==> src/design/cell_undervoltage_monitor_assert.svh <==
// assertion macros shared by the monitor modules
`ifndef CELL_UNDERVOLTAGE_MONITOR_ASSERT_SVH
`define CELL_UNDERVOLTAGE_MONITOR_ASSERT_SVH

// same-cycle implication, checked outside reset
`define CUVM_ASSERT_HOLD(lbl, clk, rst_n, ante, cons) \
    lbl: assert property (@(posedge clk) disable iff (!rst_n) (ante) |-> (cons)) \
        else $error("cuvm assertion failed");

// next-cycle implication, checked outside reset
`define CUVM_ASSERT_NEXT(lbl, clk, rst_n, ante, cons) \
    lbl: assert property (@(posedge clk) disable iff (!rst_n) (ante) |=> (cons)) \
        else $error("cuvm assertion failed");

`endif

==> src/design/cuvm_pkg.sv <==
package cuvm_pkg;

    // cell array
    localparam int CELL_COUNT  = 15;
    localparam int CELL_IDX_W  = 4;
    localparam int FLAGS_W     = 15;

    // field widths
    localparam int RAW_W       = 8;
    localparam int CODE_HI_W   = 6;
    localparam int CODE_W      = 14;
    localparam int MV_W        = 13;
    localparam int COUNT_W     = 8;

    // millivolt conversion: code*380/1000 = code*19/50
    localparam int MV_NUM      = 19;
    localparam int MV_DEN      = 50;
    localparam int PROD_W      = 19;
    localparam int RECIP_SHIFT = 24;
    localparam int RECIP       = (1 << RECIP_SHIFT) / MV_DEN;
    localparam int WIDE_W      = 2 * PROD_W;

    // register file
    localparam int ADDR_W      = 4;
    localparam int DATA_W      = 32;
    localparam int REG_IDX_W   = 2;

    typedef enum logic [REG_IDX_W-1:0] {
        REG_UV_THRESHOLD   = 2'd0,
        REG_RECOVERY_LEVEL = 2'd1,
        REG_TRIP_COUNT     = 2'd2,
        REG_CLEAR_COUNT    = 2'd3
    } t_reg_index;

    localparam logic [MV_W-1:0]    UV_THRESHOLD_RST   = MV_W'(2800);
    localparam logic [MV_W-1:0]    RECOVERY_LEVEL_RST = MV_W'(3000);
    localparam logic [COUNT_W-1:0] TRIP_COUNT_RST     = COUNT_W'(30);
    localparam logic [COUNT_W-1:0] CLEAR_COUNT_RST    = COUNT_W'(60);

    // queue between front and back
    localparam int QUEUE_DEPTH = 2;
    localparam int QUEUE_PTR_W = $clog2(QUEUE_DEPTH);
    localparam int QUEUE_CNT_W = $clog2(QUEUE_DEPTH + 1);

    typedef struct packed {
        logic [MV_W-1:0]    uv_threshold_mv;
        logic [MV_W-1:0]    recovery_level_mv;
        logic [COUNT_W-1:0] trip_count;
        logic [COUNT_W-1:0] clear_count;
    } t_cfg;

    typedef enum logic [1:0] {
        CLS_LOW  = 2'd0,
        CLS_HIGH = 2'd1,
        CLS_MID  = 2'd2
    } t_cls;

    typedef struct packed {
        logic [CELL_IDX_W-1:0] idx;
        logic                  idx_ok;
        logic [MV_W-1:0]       mv;
        t_cls                  cls;
    } t_item;

endpackage

==> src/design/cuvm_front.sv <==
module cuvm_front import cuvm_pkg::*; (
    input  logic                  i_clk,
    input  logic                  i_rst_n,
    input  t_cfg                  i_cfg,
    input  logic                  i_valid,
    output logic                  o_ready,
    input  logic [CELL_IDX_W-1:0] i_cell_index,
    input  logic [RAW_W-1:0]      i_raw_high,
    input  logic [RAW_W-1:0]      i_raw_low,
    output logic                  o_push,
    input  logic                  i_push_ready,
    output t_item                 o_item
);

    logic                  r_v1, r_v2, r_v3;
    logic [CELL_IDX_W-1:0] r1_idx, r2_idx, r3_idx;
    logic [PROD_W-1:0]     r1_prod, r2_prod;
    logic [MV_W-1:0]       r2_q0, r3_mv;

    logic                  adv;
    logic [CODE_W-1:0]     code;
    logic [PROD_W-1:0]     n1_prod;
    logic [WIDE_W-1:0]     wide;
    logic [PROD_W-1:0]     back_mul;
    logic [PROD_W-1:0]     rem;
    logic [MV_W-1:0]       n3_mv;

    // whole pipe moves when its last slot is free or draining
    assign adv     = !r_v3 || i_push_ready;
    assign o_ready = adv;

    // stage 1: 14-bit code times 19
    assign code    = {i_raw_high[CODE_HI_W-1:0], i_raw_low};
    assign n1_prod = PROD_W'(code) * PROD_W'(MV_NUM);

    // stage 2: reciprocal estimate of prod/50, low by at most one
    assign wide = WIDE_W'(r1_prod) * WIDE_W'(RECIP);

    // stage 3: one correction step
    assign back_mul = PROD_W'(r2_q0) * PROD_W'(MV_DEN);
    assign rem      = r2_prod - back_mul;
    assign n3_mv    = (rem >= PROD_W'(MV_DEN)) ? (r2_q0 + MV_W'(1)) : r2_q0;

    // valid bits
    always_ff @(posedge i_clk) begin
        if (!i_rst_n) begin
            r_v1 <= 1'b0;
            r_v2 <= 1'b0;
            r_v3 <= 1'b0;
        end else if (adv) begin
            r_v1 <= i_valid;
            r_v2 <= r_v1;
            r_v3 <= r_v2;
        end
    end

    // payload stages
    always_ff @(posedge i_clk) begin
        if (adv) begin
            r1_idx  <= i_cell_index;
            r1_prod <= n1_prod;
            r2_idx  <= r1_idx;
            r2_prod <= r1_prod;
            r2_q0   <= wide[RECIP_SHIFT +: MV_W];
            r3_idx  <= r2_idx;
            r3_mv   <= n3_mv;
        end
    end

    // classify against thresholds, below-threshold test wins
    always_comb begin
        o_item.idx    = r3_idx;
        o_item.idx_ok = ({1'b0, r3_idx} < (CELL_IDX_W + 1)'(CELL_COUNT));
        o_item.mv     = r3_mv;
        if (r3_mv < i_cfg.uv_threshold_mv) begin
            o_item.cls = CLS_LOW;
        end else if (r3_mv > i_cfg.recovery_level_mv) begin
            o_item.cls = CLS_HIGH;
        end else begin
            o_item.cls = CLS_MID;
        end
    end

    assign o_push = r_v3;

endmodule

==> src/design/cuvm_queue.sv <==
`include "cell_undervoltage_monitor_assert.svh"

module cuvm_queue import cuvm_pkg::*; (
    input  logic  i_clk,
    input  logic  i_rst_n,
    input  logic  i_wvalid,
    output logic  o_wready,
    input  t_item i_wdata,
    output logic  o_rvalid,
    input  logic  i_rready,
    output t_item o_rdata
);

    t_item                  r_mem [QUEUE_DEPTH];
    logic [QUEUE_PTR_W-1:0] r_wr_ptr, r_rd_ptr;
    logic [QUEUE_CNT_W-1:0] r_count;
    logic                   push, pop;

    assign o_wready = (r_count != QUEUE_CNT_W'(QUEUE_DEPTH));
    assign o_rvalid = (r_count != '0);
    assign push     = i_wvalid && o_wready;
    assign pop      = o_rvalid && i_rready;
    assign o_rdata  = r_mem[r_rd_ptr];

    // storage
    always_ff @(posedge i_clk) begin
        if (push) begin
            r_mem[r_wr_ptr] <= i_wdata;
        end
    end

    // pointers and fill count
    always_ff @(posedge i_clk) begin
        if (!i_rst_n) begin
            r_wr_ptr <= '0;
            r_rd_ptr <= '0;
            r_count  <= '0;
        end else begin
            if (push) begin
                r_wr_ptr <= (r_wr_ptr == QUEUE_PTR_W'(QUEUE_DEPTH - 1)) ? '0
                                                                       : r_wr_ptr + 1'b1;
            end
            if (pop) begin
                r_rd_ptr <= (r_rd_ptr == QUEUE_PTR_W'(QUEUE_DEPTH - 1)) ? '0
                                                                       : r_rd_ptr + 1'b1;
            end
            if (push && !pop) begin
                r_count <= r_count + 1'b1;
            end else if (pop && !push) begin
                r_count <= r_count - 1'b1;
            end
        end
    end

    // pointers meet exactly when empty or full
    `CUVM_ASSERT_HOLD(a_empty_ptrs, i_clk, i_rst_n, r_count == '0, r_wr_ptr == r_rd_ptr)
    `CUVM_ASSERT_HOLD(a_full_ptrs, i_clk, i_rst_n, !o_wready, r_wr_ptr == r_rd_ptr)
    `CUVM_ASSERT_HOLD(a_ptrs_apart, i_clk, i_rst_n, o_rvalid && o_wready, r_wr_ptr != r_rd_ptr)

endmodule

==> src/design/cuvm_back.sv <==
`include "cell_undervoltage_monitor_assert.svh"

module cuvm_back import cuvm_pkg::*; (
    input  logic               i_clk,
    input  logic               i_rst_n,
    input  t_cfg               i_cfg,
    input  logic               i_item_valid,
    output logic               o_item_ready,
    input  t_item              i_item,
    output logic               o_valid,
    input  logic               i_ready,
    output logic [MV_W-1:0]    o_cell_mv,
    output logic               o_cell_faulted,
    output logic [FLAGS_W-1:0] o_fault_flags
);

    logic [COUNT_W-1:0]    r_low_count  [CELL_COUNT];
    logic [COUNT_W-1:0]    r_high_count [CELL_COUNT];
    logic [CELL_COUNT-1:0] r_fault_bits;
    logic                  r_out_valid;
    logic [MV_W-1:0]       r_out_mv;
    logic                  r_out_faulted;
    logic [FLAGS_W-1:0]    r_out_flags;

    logic                  pop;
    logic [COUNT_W-1:0]    lc, hc;
    logic                  cur_fault;
    logic [COUNT_W-1:0]    n_lc, n_hc;
    logic [CELL_COUNT-1:0] n_fault_bits;
    logic                  n_faulted;

    // take the next item when the output slot is free or being emptied
    assign o_item_ready = !r_out_valid || i_ready;
    assign pop          = i_item_valid && o_item_ready;

    // per-cell debounce update
    always_comb begin
        lc           = i_item.idx_ok ? r_low_count[i_item.idx]  : '0;
        hc           = i_item.idx_ok ? r_high_count[i_item.idx] : '0;
        cur_fault    = i_item.idx_ok ? r_fault_bits[i_item.idx] : 1'b0;
        n_lc         = lc;
        n_hc         = hc;
        n_fault_bits = r_fault_bits;
        if (i_item.idx_ok) begin
            unique case (i_item.cls)
                CLS_LOW: begin
                    n_hc = '0;
                    if (lc < i_cfg.trip_count) begin
                        n_lc = lc + COUNT_W'(1);
                    end
                    if (n_lc >= i_cfg.trip_count) begin
                        n_fault_bits[i_item.idx] = 1'b1;
                    end
                end
                CLS_HIGH: begin
                    n_lc = '0;
                    if (cur_fault) begin
                        if (hc < i_cfg.clear_count) begin
                            n_hc = hc + COUNT_W'(1);
                        end
                        if (n_hc >= i_cfg.clear_count) begin
                            n_fault_bits[i_item.idx] = 1'b0;
                            n_hc                     = '0;
                        end
                    end
                end
                CLS_MID: begin
                    n_lc = '0;
                    n_hc = '0;
                end
                default: begin
                    n_lc = lc;
                    n_hc = hc;
                end
            endcase
        end
        n_faulted = i_item.idx_ok && n_fault_bits[i_item.idx];
    end

    // cell state
    always_ff @(posedge i_clk) begin
        if (!i_rst_n) begin
            for (int i = 0; i < CELL_COUNT; i++) begin
                r_low_count[i]  <= '0;
                r_high_count[i] <= '0;
            end
            r_fault_bits <= '0;
        end else if (pop && i_item.idx_ok) begin
            r_low_count[i_item.idx]  <= n_lc;
            r_high_count[i_item.idx] <= n_hc;
            r_fault_bits             <= n_fault_bits;
        end
    end

    // output valid
    always_ff @(posedge i_clk) begin
        if (!i_rst_n) begin
            r_out_valid <= 1'b0;
        end else if (o_item_ready) begin
            r_out_valid <= i_item_valid;
        end
    end

    // output payload
    always_ff @(posedge i_clk) begin
        if (pop) begin
            r_out_mv      <= i_item.mv;
            r_out_faulted <= n_faulted;
            r_out_flags   <= FLAGS_W'(n_fault_bits);
        end
    end

    assign o_valid        = r_out_valid;
    assign o_cell_mv      = r_out_mv;
    assign o_cell_faulted = r_out_faulted;
    assign o_fault_flags  = r_out_flags;

    // a healthy cell never carries a recovery count
    for (genvar g = 0; g < CELL_COUNT; g++) begin : g_cell_chk
        `CUVM_ASSERT_HOLD(a_healthy_no_recovery, i_clk, i_rst_n, !r_fault_bits[g], r_high_count[g] == '0)
    end

    // an out-of-range reading leaves the faults alone and reports no fault
    `CUVM_ASSERT_NEXT(a_bad_index_quiet, i_clk, i_rst_n, pop && !i_item.idx_ok, !r_out_faulted && (r_fault_bits == $past(r_fault_bits)))

    // a faulted result shows up in the flag vector
    `CUVM_ASSERT_HOLD(a_fault_in_flags, i_clk, i_rst_n, r_out_valid && r_out_faulted, r_out_flags != '0)

endmodule

==> src/design/cell_undervoltage_monitor.sv <==
// Battery cell undervoltage monitor. Each transfer on the input channel is one
// ADC reading (cell index, raw high and low bytes); each reading produces exactly
// one result transfer carrying the reading in millivolts (code*380/1000,
// truncated), the updated fault flag of that cell and all fault flags. The block
// accepts one reading per clock cycle and delivers one result per cycle while
// the result channel is not stalled by i_ready. That rate is set by the per-cell
// counter update, a read-modify-write with a registered write of the debounce
// counters in the back end; the millivolt conversion runs in a three-stage front
// pipeline feeding a two-entry queue. Readings for an index of 15 or more leave
// all state unchanged and report the cell as not faulted. Thresholds and counts
// live in four 32-bit APB registers at byte offsets 0x0 (undervoltage threshold),
// 0x4 (recovery level), 0x8 (trip count) and 0xC (clear count); write them only
// while no reading is in flight.
module cell_undervoltage_monitor import cuvm_pkg::*; (
    input  logic                  i_clk,
    input  logic                  i_rst_n,
    // register port
    input  logic                  psel,
    input  logic                  penable,
    input  logic                  pwrite,
    input  logic [ADDR_W-1:0]     paddr,
    input  logic [DATA_W-1:0]     pwdata,
    output logic [DATA_W-1:0]     prdata,
    output logic                  pready,
    // reading channel
    input  logic                  i_valid,
    output logic                  o_ready,
    input  logic [CELL_IDX_W-1:0] i_cell_index,
    input  logic [RAW_W-1:0]      i_raw_high,
    input  logic [RAW_W-1:0]      i_raw_low,
    // result channel
    output logic                  o_valid,
    input  logic                  i_ready,
    output logic [MV_W-1:0]       o_cell_mv,
    output logic                  o_cell_faulted,
    output logic [FLAGS_W-1:0]    o_fault_flags
);

    t_cfg       r_cfg;
    t_reg_index reg_idx;
    logic       wr_en;
    logic       push, push_ready;
    t_item      push_item;
    logic       q_valid, q_ready;
    t_item      q_item;

    assign pready  = 1'b1;
    assign reg_idx = t_reg_index'(paddr[ADDR_W-1:ADDR_W-REG_IDX_W]);
    assign wr_en   = psel && penable && pwrite && pready;

    // register writes
    always_ff @(posedge i_clk) begin
        if (!i_rst_n) begin
            r_cfg.uv_threshold_mv   <= UV_THRESHOLD_RST;
            r_cfg.recovery_level_mv <= RECOVERY_LEVEL_RST;
            r_cfg.trip_count        <= TRIP_COUNT_RST;
            r_cfg.clear_count       <= CLEAR_COUNT_RST;
        end else if (wr_en) begin
            unique case (reg_idx)
                REG_UV_THRESHOLD:   r_cfg.uv_threshold_mv   <= pwdata[MV_W-1:0];
                REG_RECOVERY_LEVEL: r_cfg.recovery_level_mv <= pwdata[MV_W-1:0];
                REG_TRIP_COUNT:     r_cfg.trip_count        <= pwdata[COUNT_W-1:0];
                REG_CLEAR_COUNT:    r_cfg.clear_count       <= pwdata[COUNT_W-1:0];
                default: begin
                end
            endcase
        end
    end

    // register reads
    always_comb begin
        unique case (reg_idx)
            REG_UV_THRESHOLD:   prdata = DATA_W'(r_cfg.uv_threshold_mv);
            REG_RECOVERY_LEVEL: prdata = DATA_W'(r_cfg.recovery_level_mv);
            REG_TRIP_COUNT:     prdata = DATA_W'(r_cfg.trip_count);
            REG_CLEAR_COUNT:    prdata = DATA_W'(r_cfg.clear_count);
            default:            prdata = '0;
        endcase
    end

    // conversion and classification
    cuvm_front u_front (
        .i_clk        (i_clk),
        .i_rst_n      (i_rst_n),
        .i_cfg        (r_cfg),
        .i_valid      (i_valid),
        .o_ready      (o_ready),
        .i_cell_index (i_cell_index),
        .i_raw_high   (i_raw_high),
        .i_raw_low    (i_raw_low),
        .o_push       (push),
        .i_push_ready (push_ready),
        .o_item       (push_item)
    );

    // decoupling queue
    cuvm_queue u_queue (
        .i_clk    (i_clk),
        .i_rst_n  (i_rst_n),
        .i_wvalid (push),
        .o_wready (push_ready),
        .i_wdata  (push_item),
        .o_rvalid (q_valid),
        .i_rready (q_ready),
        .o_rdata  (q_item)
    );

    // debounce state and result register
    cuvm_back u_back (
        .i_clk          (i_clk),
        .i_rst_n        (i_rst_n),
        .i_cfg          (r_cfg),
        .i_item_valid   (q_valid),
        .o_item_ready   (q_ready),
        .i_item         (q_item),
        .o_valid        (o_valid),
        .i_ready        (i_ready),
        .o_cell_mv      (o_cell_mv),
        .o_cell_faulted (o_cell_faulted),
        .o_fault_flags  (o_fault_flags)
    );

endmodule

==> config.mk <==
export PLATFORM = sky130hd
export DESIGN_NAME = cell_undervoltage_monitor
export DESIGN_NICKNAME = d
export VERILOG_FILES = /design/src/design/cuvm_pkg.sv /design/src/design/cuvm_front.sv /design/src/design/cuvm_queue.sv /design/src/design/cuvm_back.sv /design/src/design/cell_undervoltage_monitor.sv
export VERILOG_INCLUDE_DIRS = /design/src /design/src/design
export SDC_FILE = /design/constraint.sdc
export NUM_CORES = 1
export LEC_CHECK = 0
export CAP_MARGIN = 20
export CORE_AREA = 2 2 241 243
export CTS_CLUSTER_DIAMETER = 60
export DETAILED_ROUTE_END_ITERATION = 16
export DIE_AREA = 0 0 243 245
export DONT_BUFFER_PORTS = 1
export PLACE_DENSITY = 0.73
export RECOVER_POWER = 50
export REMOVE_ABC_BUFFERS = 1
export SLEW_MARGIN = 20
export SYNTH_ARGS = -nofsm -noshare
export SYNTH_HDL_FRONTEND = slang
export SYNTH_HIERARCHICAL = 1
export SYNTH_SLANG_ARGS = --single-unit
export TNS_END_PERCENT = 5
==> constraint.sdc <==
create_clock -name i_clk -period 5.48 [get_ports i_clk]
set_input_delay 0.548 -clock i_clk [delete_from_list [all_inputs] [get_ports i_clk]]
set_output_delay 0.548 -clock i_clk [all_outputs]
set_load 0.03 [all_outputs]
* Word-level counts from Yosys, hierarchy flattened
Memory sizes are Yosys's and may differ from the RTL's. A register that Yosys moved wholly into a read port is not among the register bits.
Cells that the tools add are included.
** Storage, ports and cells
- Output and inout port bits :: 64
- Bits in registers :: 170
- Memories kept :: 3
- Input port bits :: 63
- Memory bits (writable) :: 280
- Word-level logic and storage cells :: 131
** Memory list
- u_back.r_high_count :: words 15, width 8, rd ports 1, clocked after memory_dff 0, wr ports 15, line cuvm_back.sv:18 : logic [COUNT_W-1:0] r_high_count [CELL_COUNT];
- u_back.r_low_count :: words 15, width 8, rd ports 1, clocked after memory_dff 0, wr ports 15, line cuvm_back.sv:17 : logic [COUNT_W-1:0] r_low_count [CELL_COUNT];
- u_queue.r_mem :: words 2, width 20, rd ports 1, clocked after memory_dff 1, wr ports 1, line cuvm_queue.sv:14 : t_item r_mem [QUEUE_DEPTH];
** Cells by class
- Order comparisons :: 10
- Eq/ne operators :: 6
- Bitwise logic cells :: 3
- Reductions and logical operators :: 27
- $mul :: 3
- Add/sub/neg operators :: 8
- Mux-type cells :: 49
** Operators by type and width (count)
- $pmux 32 s4 :: 1
- $mux 8 :: 15
- $mux 15 :: 4
- $mul 19x16->34 const B :: 1
- $pmux 8 s2 :: 2
- $pmux 15 s2 :: 1
- $ge 19x6->1 const B :: 1
- $mul 14x5->19 const B :: 1
- $sub 19x19->19 :: 1
- $mul 13x5->18 const B :: 1
- $add 8x1->8 const B :: 2
- $ge 8x8->1 :: 2
- $lt 8x8->1 :: 2
- $mux 1 :: 16
- $reduce_or 8->1 :: 2
- $and 15x15->15 :: 1
- $not 15->15 :: 1
- $or 15x15->15 :: 1
- $add 13x1->13 const B :: 1
- $gt 13x13->1 :: 1
- $lt 13x13->1 :: 1
- $mux 13 :: 1
- $logic_and 1x1->1 :: 9
- $bmux 1 s4 :: 2
- 18 further kinds :: 36

* Depth between registers and ports, before layout
Gate-level depths: netlist of the first run.
An unclocked memory read counts as a cell.
- Word-level depth :: 15
- Depth in mapped cells :: 26
- Gate-level depth less buffers :: 23

* Hierarchy
Netlist of the first run, hierarchy kept.
** By module, submodules not included
- cuvm_back :: cells each 1192, area each 15147.0 µm², times used 1
- cuvm_front :: cells each 1138, area each 12109.1 µm², times used 1
- cell_undervoltage_monitor :: cells each 212, area each 2059.5 µm², times used 1
- cuvm_queue :: cells each 86, area each 1679.1 µm², times used 1

* Least setup slack after synthesis of the first run
OpenSTA, ideal clock, no wires.
- Path kind :: reg-to-reg
- Start :: register (tool-made name)
- End :: memory u_back.r_high_count[12][0], data pin
- Buffers on the path :: 5
- Period minus slack after synthesis :: 5.882 ns
- Arrival time :: 5.729 ns
- Slack :: -0.402 ns
- Cell stages (with the launch flop) :: 27
- Library setup time :: 0.153 ns
- Cell sequence :: dfxtp_1 > buf_2 > mux2_2 > buf_4 > buf_2 > buf_4 > mux4_2 > a22oi_1 > nand2_1 > nand2_1 > inv_1 > ha_1 > a211oi_1 > o21ai_0 > a221oi_1 > and4_1 > and3_1 > xor2_1 > ha_1 > o2111ai_1 > nor2_1 > a221oi_1 > nand2_1 > nor2_1 > nand3_1 > clkbuf_1 > a21oi_1
** RTL lines (line)
- to (decl) :: cuvm_back.sv:18

* Final worst setup path of the first run
- Start :: register u_front.r1_prod[14]
- End :: register u_front.r2_q0[12], data pin
** On the way
- Longest elaborated chain between the ends :: 1
** Ends and longest elaborated chain
- from (decl) :: line cuvm_front.sv:17 : logic [PROD_W-1:0] r1_prod, r2_prod;
- from (signal assigned) :: line cuvm_front.sv:61 : r1_prod <= n1_prod;
- $mul 19x16->34 :: line cuvm_front.sv:37 : assign wide = WIDE_W'(r1_prod) * WIDE_W'(RECIP);
- via u_front.wide[36] :: line cuvm_front.sv:23 : logic [WIDE_W-1:0] wide;
- to (signal assigned) :: line cuvm_front.sv:64 : r2_q0 <= wide[RECIP_SHIFT +: MV_W];
- to (decl) :: line cuvm_front.sv:18 : logic [MV_W-1:0] r2_q0, r3_mv;
The timed path passes the listed nets, and every way through them passes these cells.
A chain may end at the register's enable or synchronous reset.

==> results of run 1 <==
## registers in the layout, summed over array words and instances (netlist names), named ones only
name,count
u_queue/r_rd_ptr,1
u_queue/r_wr_ptr,1
u_front/r_v1,1
u_back/o_cell_faulted,1
u_back/r_fault_bits,15
u_front/r2_q0,13
u_front/r1_prod,19
u_back/o_cell_mv,13
u_front/o_push,1
u_back/o_valid,1
r_cfg,42
u_front/r2_idx,4
u_front/r1_idx,4
u_back/r_high_count,128
u_back/o_fault_flags,15
u_front/r3_mv,13
u_queue/r_mem,40
u_queue/r_count,2
u_back/r_low_count,128
u_front/r3_idx,4
u_front/r2_prod,18
u_front/r_v2,1
## Yosys cell counts (all sizes together) (25+ instances only)
library cell / n / share of area (%)
o21ai: 67 / 1.1
buf: 77 / 1.7
clkbuf: 43 / 0.52
a21o: 36 / 0.87
dfxtp: 66 / 4.3
nand3: 40 / 0.66
a21oi: 121 / 2.1
xnor2: 50 / 1.4
mux2: 25 / 0.91
ha: 308 / 12
nand2: 140 / 1.7
inv: 309 / 3.7
fa: 141 / 9.1
mux4: 69 / 5.0
edfxtp: 400 / 39
nor2: 279 / 3.5
mux2i: 68 / 2.2
## path summary, 6_finish.rpt
kind,to,slack [ps],cells after the start
worst min register to register,u_front/r2_idx[1]$_DFFE_PP_,420,0
worst max-delay path,u_front/r2_q0[12]$_DFFE_PP_,-280,23
worst max register to register,u_front/r2_q0[12]$_DFFE_PP_,-280,23
worst min-delay path,r_cfg[11]$_SDFFE_PN1P_,20,1
## stage by stage
stage                     setup WS (ps)  cell area, µm²  util (%)  std cells  setup TNS [ps]
after floorplan                   -1480           30400         -       2526         -207340
after global placement             -431           33600      59.0       3569          -20410
after detailed placement           -528           33600      59.0       3569          -37720
after CTS                          -246           35900      63.0       3686           -8280
after global routing               -442           36600      64.2       3702          -35810
final                              -277           36600      64.2       3702           -6930
## repair_timing
item,CTS,global route
pin swaps,47,90
setup endpoints to repair,181,183
gates cloned,2,2
setup buffers,21,15
resized for setup,92,159
## logic make-up after synthesis
logic type / count (synthesis) / share of synthesized area [%]
compound gates: 421 / 9.74
xor+xnor: 73 / 2.06
fa+ha+maj: 449 / 21.5
buf+inv: 431 / 5.98
flops: 466 / 43.0
mux: 162 / 8.12
other cells: 2 / 0.0242
simple gates: 624 / 9.52
## worst max-delay path, cell delays in order (launching register included)
cell and delay [ps]:
edfxtp_1 480, buf_6 190, ha_1 300, inv_1 50, fa_1 470, inv_1 50, fa_1 510, inv_1 70
fa_1 490, fa_1 490, inv_1 50, fa_1 430, ha_1 330, nand2_2 110, a21oi_2 50, a311oi_2 260
buf_4 180, nand2b_4 60, o21ai_2 130, o21ai_2 90, a211o_1 290, a21o_1 210, a21oi_2 140, xnor2_1 80
## area by class of cell
| cell class | count | share of cell area (%) |
|---|---|---|
| clock buffer | 56 | 3.50 |
| clock inverter | 38 | 0.963 |
| inverter | 311 | 3.19 |
| multi-input combinational | 1750 | 46.0 |
| sequential | 466 | 36.4 |
| tap | 765 | 2.61 |
| timing repair buffer | 316 | 7.34 |
## per-layer routing
layer / vias up / GRT usage (%) / share of wire (%)
met3: 202 / 4.54 / 8.2
met4: 0 / 10.1 / 3.9
met2: 985 / 46.7 / 49
li1: 9887 / - / -
met5: - / 0 / 0
met1: 10900 / 34.3 / 39
==> flow_summary.ini, run 1 <==
[critical_path]
critical_path_class = reg -> reg
crit_required_ps = 5820
crit_start = u_front/r1_prod[14]$_DFFE_PP_
worstSetupEndpointType = flop
cp.arrival_ps = 6090
path_max_fanout = 5
r2r_start = u_front/r1_prod[14]$_DFFE_PP_
cp-start-kind = flop

[route]
final_routed_drc_violation_total = 0
wl_per_cell_um = 21.8
post_detailed_route_count_of_antenna_violating_nets = 0
route.vias.total = 22000
viasPerCell = 5.94
drt_pre_antenna_iters = 6
routed_wl_mm = 80.8
dr.first_iter.drc_count = 1750

[sta]
hold_slack_ps = 24.1
worst_clock_skew_ps = 40.9
max_transition_margin_pct = 23.3
timing_worst_slew_pin_value_ps = 1150
final_min_period_over_clock_period_pct = 105
final.setup.worst_slack_ps = -277
unrepaired_setup_endpoints_after_global_routing = true
f_max_ghz = 0.174
number_of_slew_limit_violations_in_the_final_report = 0
report.final.setup_viol = 104
min_period_ps = 5760
final_hold_viol_count = 0

[floorplanning]
core_area_um2 = 57000
core.rowCount = 88
die_height_um = 245
chipWidth_um = 243
design.portCount = 127
initial_utilization_pct = 54.3
floorplan.die_area_um2 = 59500

[cells_and_area]
layout.cells.most_common_list = 400 x edfxtp_1, 285 x inv_1, 280 x ha_1
area.growth.synth_to_final_pct = 18.2
drive_above_1_share_pct = 26.1
register_area_um2 = 13300
area_used_by_multi_input_combinational_logic_um2 = 16800
final_net_count = 3407
fill_cells = 4158
most_common_library_cell_in_the_layout_ignoring_fill_and_taps = edfxtp_1
diodes = 0

[yosys]
synthFlopType = edfxtp_1
synth-async-reset-ratio_pct = 0
synth-warning-count = 6
seq_area_frac_synth_pct = 43.0
post_synth_num_cell_types = 102
synth_register_bits = 466
post_syn_area_um2 = 31000
synth_edf_count = 400
postSynthAreaPerCell_um2 = 11.8
synthCells = 2628

[placed_design]
detailedPlacementHpwl_mm = 57.6
place.port_buffers = 0
gp_congestion = 0.949

[clock_network]
cts_tree = built
postCtsHoldBufs = 0
clock_insertion_delay_worst_skew_ps = 630
tritoncts.num_buffers = 50
numClockSinks = 466
clockRootBuffer = clkbuf_16
path_clk_slew_ps = 60
cts_htree_levels = 2
cts_buffer_depth = 3

[worst_hold_path]
hold_path_startpoint = i_rst_n
min_path_type = in -> reg

[global_route]
via_count_of_the_first_global_routing_pass = 22900
grtUsageTotal_pct = 27.1
grt-ovfl-total = 0
grt_pass1_wl_mm = 126
grt_start_max_net_pins = 79
antenna_found_initial = 0

[run_status]
failing_checks = negative setup slack
run_status = finished with violations

[job]
drv.max_cap_violation_count = 0
Power of run 1 is left out: the tool's default activity adds up to more than one toggle a clock period on the data nets, which glitch-free logic cannot reach.
==> run 2, diff against run 1 <==
Settings changed: PLACE_DENSITY 0.73 to 0.7.
Clock period 5.48 ns to 5.6 ns, I/O delays scaled along.
==> flow_summary.ini, run 2 (same netlist as run 1, synthesis figures left out) <==
[critical_path]
worst-r2r-cell-count = 22
setup.reg_to_reg.worst_slack_ps = -310
critical_path_class = reg -> reg
worstSetupEndpointType = flop
path_max_fanout = 3
cp.arrival_ps = 6240
cp-start-kind = flop
crit_required_ps = 5930

[route]
routed_wl_mm = 78.3
post_detailed_route_count_of_antenna_violating_nets = 0
route.vias.total = 21700
final_routed_drc_violation_total = 0
drt_pre_antenna_iters = 5
viasPerCell = 5.91
wl_per_cell_um = 21.3
dr.first_iter.drc_count = 1602

[clock_network]
cts_tree = built
cts_buffer_depth = 3
numClockSinks = 466
cts_htree_levels = 2
clockRootBuffer = clkbuf_16
clock_insertion_delay_worst_skew_ps = 630
tritoncts.num_buffers = 51
path_clk_slew_ps = 60

[global_route]
use_met1_pct = 33.3
grt_busiest_layer = met2
antenna_found_initial = 0
grtUsageTotal_pct = 26.1
grt_start_max_net_pins = 79
grt-ovfl-total = 0
via_count_of_the_first_global_routing_pass = 22400
grt_pass1_wl_mm = 121
globalRouteMet3Util_pct = 3.73
groute.layer.met2.usage_pct = 45.7

[cells_and_area]
final_net_count = 3385
drive_above_1_share_pct = 22.2
diodes = 0
post_route_cell_area_um2 = 36000
most_common_library_cell_in_the_layout_ignoring_fill_and_taps = edfxtp_1
layout.cells.most_common_list = 400 x edfxtp_1, 293 x inv_1, 292 x ha_1
largest_registers = u_back/r_high_count x128, u_back/r_low_count x128, r_cfg x42
area.growth.synth_to_final_pct = 16.3

[sta]
number_of_slew_limit_violations_in_the_final_report = 0
report.final.setup_viol = 9
unrepaired_setup_endpoints_after_global_routing = true
max_transition_margin_pct = 22.4
f_max_ghz = 0.169
final_hold_viol_count = 0
final_min_period_over_clock_period_pct = 106
worst_clock_skew_ps = 53.2
timing_worst_slew_pin_value_ps = 1160
min_period_ps = 5910
final.setup.worst_slack_ps = -309

[floorplanning]
initial_utilization_pct = 54.3
design.portCount = 127
chipWidth_um = 243
die_height_um = 245
core_area_um2 = 57000
core.rowCount = 88
floorplan.die_area_um2 = 59500

[worst_hold_path]
min_path_type = in -> reg
min_delay_path_depth = 0

[placed_design]
detailedPlacementHpwl_mm = 57.1
gp_congestion = 0.940
dpl-instance-area_um2 = 33400
place.port_buffers = 0

[run_status]
failing_checks = negative setup slack
run_status = finished with violations

[job]
drv.max_cap_violation_count = 0
-- run 2: changes by cell type in the layout (fill, tap and decap cells not counted), moves of 8 or more --
cell / delta
a21oi_1: +11
a21oi_2: -11
buf_4: -19
clkbuf_1: +8
ha_1: +12
ha_4: -10
inv_1: +8
inv_2: -8
nor2_1: +26
nor2_2: -18
nor2_4: -8
o21ai_0: +13
-- run 2: area by class of cell --
cell class / instances / area, µm²
clock buffers: 63 / 1330
clock inverters: 32 / 363
fillers: 4346 / 21000
inverters: 311 / 1170
multi-input cells: 1750 / 16500
flip-flops and latches: 466 / 13300
well taps: 765 / 957
repair buffers: 293 / 2410
-- run 2: repair_timing --
action	4_1_cts	5_1_grt
endpoints found under the setup margin	180	181
resized for setup	69	71
cloned	1	0
hold buffers	0	0
pin swaps	34	30
buffers inserted	18	14
-- run 2: path summary, 6_finish.rpt --
path | endpoint | start
setup / recovery | u_front/r2_q0[12]$_DFFE_PP_ | u_front/r1_prod[12]$_DFFE_PP_
hold / removal | u_front/r1_idx[1]$_DFFE_PP_ | i_cell_index[1]
setup reg to reg | u_front/r2_q0[12]$_DFFE_PP_ | u_front/r1_prod[12]$_DFFE_PP_
hold reg to reg | u_front/r2_idx[3]$_DFFE_PP_ | u_front/r1_idx[3]$_DFFE_PP_
-- run 2: worst max-delay path: stages (launching register included) --
cell and delay [ps]:
edfxtp_1 480, buf_6 180, buf_6 100, fa_1 530, ha_4 220, fa_1 540, inv_1 50, fa_1 470
inv_1 50, fa_1 470, fa_1 610, ha_4 230, a211oi_2 200, a211oi_1 80, a311oi_1 260, buf_4 180
nand2b_4 50, o21ai_2 150, o21ai_2 100, a211o_1 290, a21o_1 190, a21oi_2 130, xnor2_1 90
-- run 2: per-stage QoR --
stage	utilization [%]	std cells	hold slack [ps]	setup TNS [ps]	setup WS, ps
floorplan	-	2526	400	-187660	-1360
global placement	58.6	3552	405	-9090	-350
detailed placement	58.6	3552	406	-28350	-458
CTS	62.5	3666	21.0	-733	-220
global route	63.2	3680	22.6	-14080	-476
finish	63.2	3680	51.3	-1530	-309
-- run 2: metal layers --
metal	routed length, µm	vias to the layer above
li1	-	9846
met3	5620	186
met1	31200	10800
met5	0	-
met4	2970	0
met2	38500	940
Power of run 2 is left out for the same reason.
==> run 3, diff against run 2 <==
Settings changed: CORE_AREA 2 2 241 243 to 2 2 238 240, DIE_AREA 0 0 243 245 to 0 0 240 242, SYNTH_HIERARCHICAL 1 to default.
==> flow_summary.ini, run 3 <==
[run_status]
run_status = finished with violations
failing_checks = max-capacitance violations, max-slew violations, negative setup slack

[worst_hold_path]
min_path_type = in -> reg

[floorplanning]
design.portCount = 127
die_height_um = 242
initial_utilization_pct = 54.3
chipWidth_um = 240
core_area_um2 = 55700
floorplan.die_area_um2 = 58100
core.rowCount = 87

[critical_path]
path_max_fanout = 6
cp.arrival_ps = 6210
crit_required_ps = 6050
critical_path_class = reg -> reg
cp-start-kind = flop
worstSetupEndpointType = flop

[sta]
number_of_slew_limit_violations_in_the_final_report = 86
min_period_ps = 5760
report.final.setup_viol = 66
max_transition_margin_pct = -113
unrepaired_setup_endpoints_after_global_routing = true
final_min_period_over_clock_period_pct = 103
final_hold_viol_count = 0
final.setup.worst_slack_ps = -159
worst_clock_skew_ps = 42.3
timing_worst_slew_pin_value_ps = 3190
f_max_ghz = 0.174
hold_slack_ps = 54.0

[global_route]
via_count_of_the_first_global_routing_pass = 21700
grt_pass1_wl_mm = 120
grt-ovfl-total = 0
grt_start_max_net_pins = 83
grtUsageTotal_pct = 26.7
antenna_found_initial = 2

[clock_network]
tritoncts.num_buffers = 52
clock_insertion_delay_worst_skew_ps = 620
clockRootBuffer = clkbuf_16
numClockSinks = 466
cts_htree_levels = 2
cts_buffer_depth = 3
path_clk_slew_ps = 60
cts_tree = built

[route]
post_detailed_route_count_of_antenna_violating_nets = 0
dr.first_iter.drc_count = 1866
drt_pre_antenna_iters = 8
viasPerCell = 5.81
route.vias.total = 21100
wl_per_cell_um = 21.1
wirelength_met1_mm = 31.4
maxUsedRoutingLayer = met5
routed_wl_mm = 76.5
wl_met2_mm = 36.6
final_routed_drc_violation_total = 0
met3_length_mm = 6.14

[yosys]
seq_area_frac_synth_pct = 44.1
post_synth_xor_area_fraction_pct = 2.25
synthTopCellsByArea = edfxtp_1 40%, ha_1 13%, fa_1 9.3%, dfxtp_1 4.4%, mux4_2 4.2%
synthFlopType = edfxtp_1
synth_simple_gate_area_share_pct = 10.0
synth_mux_area_share_pct = 7.32
synth-compound-area-share_pct = 8.32
synth_edf_count = 400
post_syn_area_um2 = 30300
synth-async-reset-ratio_pct = 0
postSynthAreaPerCell_um2 = 11.7
post_synthesis_share_of_cell_area_spent_on_full_adders_half_adders_and_majority_gates_pct = 22.1
synth.top_cell.area_share_pct = 39.7
synth-warning-count = 0
netlist_top_cells_count = 400 x edfxtp_1, 315 x nor2_1, 308 x ha_1
synthCells = 2579
post_synth_num_cell_types = 94
yosys.area.top_type = edfxtp_1
yosysMostFrequentCell = edfxtp_1
combinational_family_with_the_most_area_after_synthesis = adder cells
synth_register_bits = 466

[cells_and_area]
drive_above_1_share_pct = 19.7
area.growth.synth_to_final_pct = 17.1
most_common_library_cell_in_the_layout_ignoring_fill_and_taps = edfxtp_1
layout.cells.most_common_list = 400 x edfxtp_1, 311 x nor2_1, 290 x ha_1
final_net_count = 3339
largest_registers = u_back.r_high_count x128, u_back.r_low_count x128, r_cfg x42

[placed_design]
place.port_buffers = 0
gp_congestion = 0.942
detailedPlacementHpwl_mm = 54.5

[job]
drv.max_cap_violation_count = 2
-- run 3: layout make-up --
class | instances | area (µm²)
sequential | 466 | 13300
fill | 4164 | 20300
antenna | 1 | 2.50
clock buffer | 73 | 1440
clock inverter | 23 | 260
timing repair buffer | 288 | 2400
inverter | 294 | 1100
tap | 756 | 946
multi-input combinational | 1725 | 15900
-- run 3: layer usage --
layer  vias up  GRT usage (%)
met3       159           4.96
met2       859           43.9
met5         -              0
met4         2           8.37
met1     10400           36.1
li1       9612              -
-- run 3: kinds of logic (layout without fill, tap and decap cells) --
| group | count (synthesis) | count (layout) |
|---|---|---|
| compound gates | 353 | 354 |
| xor+xnor | 76 | 76 |
| fa+ha+maj | 449 | 449 |
| buf+inv | 410 | 678 |
| flops | 466 | 466 |
| mux | 148 | 150 |
| other cells | 2 | 21 |
| simple gates | 675 | 676 |
-- run 3: worst max-delay path: stages (launching register included) --
cell	delay (ps)
edfxtp_1	490
mux2_4	400
buf_4	180
buf_12	120
mux4_2	480
o22ai_4	250
nor3_2	110
ha_1	310
inv_1	50
o41ai_2	450
a21oi_4	100
and2_4	180
nand3_2	80
nor2_1	50
xor2_1	160
ha_2	210
a2111oi_4	320
nand2_1	90
o22a_1	250
buf_4	170
and4_2	280
a31o_1	220
a22oi_1	230
o221ai_2	140
a211oi_2	260
-- run 3: worst paths after layout --
kind | cells after the start | start | to | slack, ps
max | 24 | u_queue.r_mem[1][16]$_DFFE_PP_ | u_back.o_cell_faulted$_DFFE_PP_ | -160
max reg2reg | 24 | u_queue.r_mem[1][16]$_DFFE_PP_ | u_back.o_cell_faulted$_DFFE_PP_ | -160
min | 1 | i_rst_n | r_cfg[3]$_SDFFE_PN1P_ | 50
min reg2reg | 0 | u_front.r1_idx[3]$_DFFE_PP_ | u_front.r2_idx[3]$_DFFE_PP_ | 420
-- run 3: repair_timing --
| item | 4_1_cts | 5_1_grt |
|---|---|---|
| hold buffers | 0 | 0 |
| endpoints found under the hold margin | 0 | 0 |
| pin swaps | 60 | 34 |
| gates resized for setup | 101 | 45 |
| setup endpoints to repair | 160 | 148 |
| buffers inserted | 26 | 10 |
| gates cloned | 3 | 2 |
-- run 3: per-stage QoR --
stage | instance area [µm²] | utilization [%] | instances | TNS, ps | setup WS (ps)
final | 35400 | 63.5 | 3626 | -1930 | -159
after global routing | 35400 | 63.5 | 3625 | -35550 | -418
after CTS | 35200 | 63.1 | 3613 | -396 | -58.6
after detailed placement | 32700 | 58.6 | 3488 | -41360 | -553
after global placement | 32700 | 58.6 | 3488 | -27770 | -425
after floorplan | 29600 | - | 2481 | -149940 | -1400
Power of run 3 is left out for the same reason.
